===== src/rtl/assert_macros.svh =====
// Assertion helpers; the enclosing module provides clk and arst_n.
`ifndef ASSERT_MACROS_SVH
`define ASSERT_MACROS_SVH

// Property holds at every edge out of reset.
`define SRT_ASSERT(lbl, prop, msg) \
	lbl: assert property (@(posedge clk) disable iff (!arst_n) (prop)) \
	else $error(msg);

// Antecedent in this cycle implies consequent in the next one.
`define SRT_ASSERT_NEXT(lbl, ante, cons, msg) \
	lbl: assert property (@(posedge clk) disable iff (!arst_n) (ante) |=> (cons)) \
	else $error(msg);

`endif


===== src/rtl/srt_pkg.sv =====
package srt_pkg;

	localparam int unsigned DefTableDepth  = 256;
	localparam int unsigned DefAddressBits = 48;

	localparam int unsigned StartW = 48;
	localparam int unsigned LenW   = 49;
	localparam int unsigned TagW   = 4;
	localparam int unsigned IdxW   = 8;
	localparam int unsigned HeldW  = 9;

	typedef enum logic [1:0] {
		ACT_INCLUDE = 2'd0,
		ACT_EXCLUDE = 2'd1,
		ACT_SET     = 2'd2,
		ACT_READ    = 2'd3
	} srt_action_t;

	typedef enum logic [1:0] {
		STAT_OK        = 2'd0,
		STAT_FULL      = 2'd1,
		STAT_BAD_RANGE = 2'd2
	} srt_status_t;

	typedef enum logic [1:0] {
		PH_LEFT,
		PH_MID,
		PH_RIGHT,
		PH_TAIL
	} srt_phase_t;

	typedef enum logic [3:0] {
		ST_IDLE,
		ST_CHECK,
		ST_READ,
		ST_READ_WAIT,
		ST_FETCH,
		ST_LOAD,
		ST_PH_LEFT,
		ST_PH_MID,
		ST_PH_RIGHT,
		ST_TAIL,
		ST_FINISH,
		ST_OUT
	} srt_state_t;

	typedef struct packed {
		logic [StartW-1:0] start;
		logic [LenW-1:0]   len;
		logic [TagW-1:0]   tag;
	} srt_entry_t;

	typedef struct packed {
		logic       capture;
		logic       quick;
		logic       walk_init;
		logic       rd_idx;
		logic       load;
		logic       step;
		srt_phase_t phase;
		logic       read_take;
		logic       commit;
	} srt_cmd_t;

	typedef struct packed {
		logic is_read;
		logic skip;
		logic more;
	} srt_stat_t;

endpackage


===== src/rtl/srt_ctrl.sv =====
`include "assert_macros.svh"
module srt_ctrl import srt_pkg::*; (
	input  logic      clk,
	input  logic      arst_n,
	input  logic      in_valid,
	output logic      in_ready,
	output logic      out_valid,
	input  logic      out_ready,
	input  srt_stat_t stat,
	output srt_cmd_t  cmd
);
	srt_state_t state_q, state_d;

	always_ff @(posedge clk or negedge arst_n) begin
		if (!arst_n) begin
			state_q <= ST_IDLE;
		end else begin
			state_q <= state_d;
		end
	end

	always_comb begin
		state_d = state_q;
		unique case (state_q)
			ST_IDLE: begin
				if (in_valid) state_d = ST_CHECK;
			end
			ST_CHECK: begin
				priority if (stat.is_read) state_d = ST_READ;
				else if (stat.skip) state_d = ST_OUT;
				else state_d = ST_FETCH;
			end
			ST_READ:      state_d = ST_READ_WAIT;
			ST_READ_WAIT: state_d = ST_OUT;
			ST_FETCH:     state_d = stat.more ? ST_LOAD : ST_TAIL;
			ST_LOAD:      state_d = ST_PH_LEFT;
			ST_PH_LEFT:   state_d = ST_PH_MID;
			ST_PH_MID:    state_d = ST_PH_RIGHT;
			ST_PH_RIGHT:  state_d = ST_FETCH;
			ST_TAIL:      state_d = ST_FINISH;
			ST_FINISH:    state_d = ST_OUT;
			ST_OUT: begin
				if (out_ready) state_d = ST_IDLE;
			end
			default:      state_d = ST_IDLE;
		endcase
	end

	always_comb begin
		cmd       = '0;
		in_ready  = 1'b0;
		out_valid = 1'b0;
		unique case (state_q)
			ST_IDLE: begin
				in_ready    = 1'b1;
				cmd.capture = in_valid;
			end
			ST_CHECK: begin
				cmd.quick     = !stat.is_read && stat.skip;
				cmd.walk_init = !stat.is_read && !stat.skip;
			end
			ST_READ:      cmd.rd_idx = 1'b1;
			ST_READ_WAIT: cmd.read_take = 1'b1;
			ST_FETCH:     ;
			ST_LOAD:      cmd.load = 1'b1;
			ST_PH_LEFT: begin
				cmd.step  = 1'b1;
				cmd.phase = PH_LEFT;
			end
			ST_PH_MID: begin
				cmd.step  = 1'b1;
				cmd.phase = PH_MID;
			end
			ST_PH_RIGHT: begin
				cmd.step  = 1'b1;
				cmd.phase = PH_RIGHT;
			end
			ST_TAIL: begin
				cmd.step  = 1'b1;
				cmd.phase = PH_TAIL;
			end
			ST_FINISH:    cmd.commit = 1'b1;
			ST_OUT:       out_valid = 1'b1;
			default: ;
		endcase
	end

	`SRT_ASSERT_NEXT(a_accept_leaves_idle, cmd.capture, state_q == ST_CHECK, "accept did not start op")
	`SRT_ASSERT(a_no_overlap, !(in_ready && out_valid), "input open while result pending")
	`SRT_ASSERT_NEXT(a_commit_reports, cmd.commit, out_valid, "commit without result")
endmodule


===== config.mk =====
export PLATFORM = sky130hd
export DESIGN_NAME = srt_ctrl
export DESIGN_NICKNAME = d
export VERILOG_FILES = /design/src/rtl/srt_pkg.sv /design/src/rtl/srt_ctrl.sv
export VERILOG_INCLUDE_DIRS = /design/src /design/src/rtl
export SDC_FILE = /design/constraint.sdc
export NUM_CORES = 1
export LEC_CHECK = 0
export ABC_AREA = 1
export BUFFER_PORTS_ARGS = -buffer_cell sky130_fd_sc_hd__buf_2
export CELL_PAD_IN_SITES_DETAIL_PLACEMENT = 1
export CELL_PAD_IN_SITES_GLOBAL_PLACEMENT = 1
export CORE_MARGIN = 2
export CORE_UTILIZATION = 23
export CTS_CLUSTER_SIZE = 40
export DETAILED_ROUTE_END_ITERATION = 10
export GPL_ROUTABILITY_DRIVEN = 1
export PLACE_DENSITY = 0.7
export SYNTH_ARGS = -nofsm -noshare
export SYNTH_HDL_FRONTEND = slang
export SYNTH_SLANG_ARGS = --single-unit

===== constraint.sdc =====
create_clock -name clk -period 1 [get_ports clk]
set_input_delay 0.2 -clock clk [delete_from_list [all_inputs] [get_ports clk]]
set_output_delay 0.2 -clock clk [all_outputs]
set_load 0.1 [all_outputs]

==> results of run 1 <==
==> stage by stage <==
stage | cell area (um2) | hold slack (ns) | setup WS, ns | setup TNS [ns]
2_1_floorplan | 459 | -0.0956 | -0.695 | -6.75
3_3_place_gp | 945 | 0.00497 | -0.343 | -3.91
4_1_cts | 1070 | 0.269 | -0.561 | -7.37
3_5_place_dp | 945 | 0.0108 | -0.395 | -4.88
==> what timing repair did <==
item                       4_1_cts
setup endpoints to repair       16
hold buffers                     1
pin swaps                        1
setup buffers                    3
hold endpoints to repair         4
gates resized for setup         21
==> logic make-up after synthesis <==
group / synth area share [%]
flops: 26.9
buf+inv: 13.1
compound gates: 9.43
simple gates: 50.5
==> results.toml, run 1 <==
[floorplan]
io_pins = 19
chipWidth_um = 44.2
num_rows = 14
die_h_um = 44.2
start_util_pct = 24.7

[yosys]
synth_edf_count = 0
synth.largest_area_cell = "dfrtp_1"
yosysMostFrequentCell = "nand2_1"
syn_inst = 67
synth-async-reset-ratio_pct = 100
ys_seq_area_share_pct = 26.9
netlist_area_um2 = 372
syn_avg_cell_area_um2 = 5.55
yosysWarnings = 0
synth_commonest_cells = "nand2_1 (19), nor2_1 (15), inv_1 (13)"
synth-seq-cells = 4
syn-num-nets = 74
yosysTopAreaCellShare_pct = 26.9
ys_types = 13
ys_dominant_reg_cell = "dfrtp_1"
synth_area_leaders = "dfrtp_1 (27%), nand2_1 (19%), nor2_1 (15%)"

[placement]
gp_congestion = 0.838
dpl.cell_count = 127
hpwl_um = 1700
portBuffers = 18

[clock_tree]
htreeDepth = 1
cts_buffer_depth = 2
cts_root_buf = "clkbuf_4"
cts_made_buffers = 3
numClockSinks = 4

[outcome]
failed_stage = "global routing"
status = "stopped before the end"
error_line = "[ERROR DPL-0033] detailed placement checks failed during check placement."

[grt]
antenna_found_initial = 0
grt_max_degree = 6
==> run 2, diff against run 1 <==
- CELL_PAD_IN_SITES_DETAIL_PLACEMENT: 1 -> unset
- CELL_PAD_IN_SITES_GLOBAL_PLACEMENT: 1 -> unset
- CORE_AREA: unset -> 2 2 63 65
- CORE_MARGIN: 2 -> unset
- CORE_UTILIZATION: 23 -> unset
- CTS_CLUSTER_SIZE: 40 -> unset
- DIE_AREA: unset -> 0 0 65 67
- PLACE_DENSITY: 0.7 -> unset
- PLACE_DENSITY_LB_ADDON: unset -> 0.15
- clock period: 1 -> 1.3 ns (I/O delays scaled with it)
==> results.toml, run 2 <==
[yosys]
syn_inst = 67
syn-num-nets = 74
ys_types = 13
yosysMostFrequentCell = "nand2_1"
synth-async-reset-ratio_pct = 100
syn_avg_cell_area_um2 = 5.55
ys_dominant_reg_cell = "dfrtp_1"
synth_area_leaders = "dfrtp_1 (27%), nand2_1 (19%), nor2_1 (15%)"
netlist_area_um2 = 372
synth_edf_count = 0
synth_commonest_cells = "nand2_1 (19), nor2_1 (15), inv_1 (13)"
yosysTopAreaCellShare_pct = 26.9
yosysWarnings = 0
synth-seq-cells = 4
ys_seq_area_share_pct = 26.9
synth.largest_area_cell = "dfrtp_1"

[routing]
antenna_left = 0
drc = 0
vias_per_cell = 3.51
wl_per_cell_um = 9.30
num_vias = 576
drt-total-wl_um = 1530
firstDrtPassIters = 4
drt-initial-drc-count = 14

[worst_setup_path]
cp_slowest_cell = "dfrtp_1"
r2r_setup_slack_ns = 0.03
crit_path_cell_trace = "inv_2 > buf_6 > nor2_4 > nand2_2 > clkinvlp_4 > buf_12"
critPathArrivalTime_ns = 1.29
cp_max_fo = 4
startpoint = "state_q[3]$_DFFE_PN0P_"
endpoint = "cmd[0]"
crit_path_start_kind = "flip-flop"
crit_path_end_kind = "output port"
r2r-start = "state_q[1]$_DFFE_PN0P_"
ff2ff_path_depth = 7
crit_type = "reg2out"
cp.required_ns = 1.04
max_stage_delay_ns = 0.39
worst_r2r_endpoint = "state_q[1]$_DFFE_PN0P_"

[placement]
gp_congestion = 0.750
dp_slack_ns = -0.127
dpl.cell_count = 153
hpwl_um = 1220
portBuffers = 18

[timing]
hold_violations = 0
max_freq_mhz = 645
finalSetupViolCount = 12
postLayoutSetupSlackWorst_ns = -0.251
rsz0062_at_grt = "yes"
drv_slew = 0
fin_crit_sh_pct = 119
relSlewSlack_pct = 84.8
worstMarginPinSlew_ns = 0.227
skew_ns = 0.00556
min_period_ns = 1.55

[clock_tree]
cts_buffer_depth = 2
insertion_delay_ns = 0.22
cts_tree = "yes"
cts_made_buffers = 3
htreeDepth = 1
numClockSinks = 4
clkSlewWorstSetupHoldPaths_ns = 0.03
cts_root_buf = "clkbuf_8"

[grt]
grt_overflow = 0
grt.total_usage_pct = 7.77
antenna_found_initial = 0
grt_pass1_vias = 611
grt_max_degree = 6
grt_pass1_wl_um = 2570

[finish]
largest_reg_flops = 4
fin_nets = 125
area_growth_pct = 208
diodes = 0
stdcell_count = 164
top_register = "state_q"
final_cell_mix = "buf_4 (21), buf_12 (12), nor2_1 (9)"
top_regs = "state_q x4"
layout_commonest_cell = "buf_4"
drive_gt1_share_pct = 71.6

[floorplan]
io_pins = 19
core_area_um2 = 3610
die_area_um2 = 4360
die_h_um = 67
num_rows = 22
chipWidth_um = 65
start_util_pct = 10.3

[outcome]
status = "finished with violations"
failed_checks = "setup timing"

[min_path]
hold_class = "in2reg"

[job]
max_cap_viol_count = 0
[run 2: cell counts after synthesis]
No cell type changed its count.
[run 2: worst min-delay path by stage]
| stage | from | endpoint | slack [ns] | depth (start not counted) |
|---|---|---|---|---|
| floorplan | arst_n | state_q[0]$_DFFE_PN0P_ | -0.04 | 0 |
| global placement | arst_n | state_q[2]$_DFFE_PN0P_ | 0.07 | 1 |
| detailed placement | arst_n | state_q[2]$_DFFE_PN0P_ | 0.07 | 1 |
| CTS | arst_n | state_q[2]$_DFFE_PN0P_ | 0.37 | 2 |
| global route | arst_n | state_q[3]$_DFFE_PN0P_ | 0.39 | 2 |
| finish | stat[0] | state_q[2]$_DFFE_PN0P_ | 0.37 | 3 |
[run 2: per-layer routing]
layer	share of wire [%]	wire length (um)	up-vias	global-route usage (%)
met3	7.3	112	0	2.87
li1	-	-	306	-
met4	0	0	0	2.39
met1	40	616	251	8.81
met2	52	796	19	13.5
met5	0	0	-	0
[run 2: through the flow]
stage	hold WS [ns]	setup TNS [ns]	util [%]	cell area, um2
finish	0.372	-2.44	31.7	1140
detailed placement	0.0732	-0.482	26.0	936
CTS	0.373	-2.57	31.2	1120
floorplan	-0.0356	-3.22	-	455
global route	0.388	-3.39	31.7	1140
global placement	0.0699	-0.560	26.0	936
[run 2: repair_timing]
| action | 4_1_cts | 5_1_grt |
|---|---|---|
| hold buffers | 1 | 0 |
| pin swaps | 6 | 9 |
| setup endpoints to repair | 13 | 15 |
| buffers inserted | 7 | 1 |
| endpoints found under the hold margin | 4 | 0 |
| resized for setup | 26 | 5 |
[run 2: worst max-delay path, delay by kind of cell (launching register included)]
family        cells  cell delay (ns)
buf+inv           4             0.47
flops             1             0.39
simple gates      2             0.21
[run 2: area by class of cell]
type	count	area (um2)
clock buffers	3	41.3
fillers	385	2460
inverters	13	66.3
multi-input cells	50	368
flip-flops and latches	4	103
well taps	48	60.1
repair buffers	46	505
[run 2: logic make-up after synthesis]
group           synth area share (%)
flops                           26.9
compound gates                  9.43
simple gates                    50.5
buf+inv                         13.1
Power of run 2 is not shown: default switching activity piles up to over one toggle a cycle in this logic, so the estimate is an artifact.
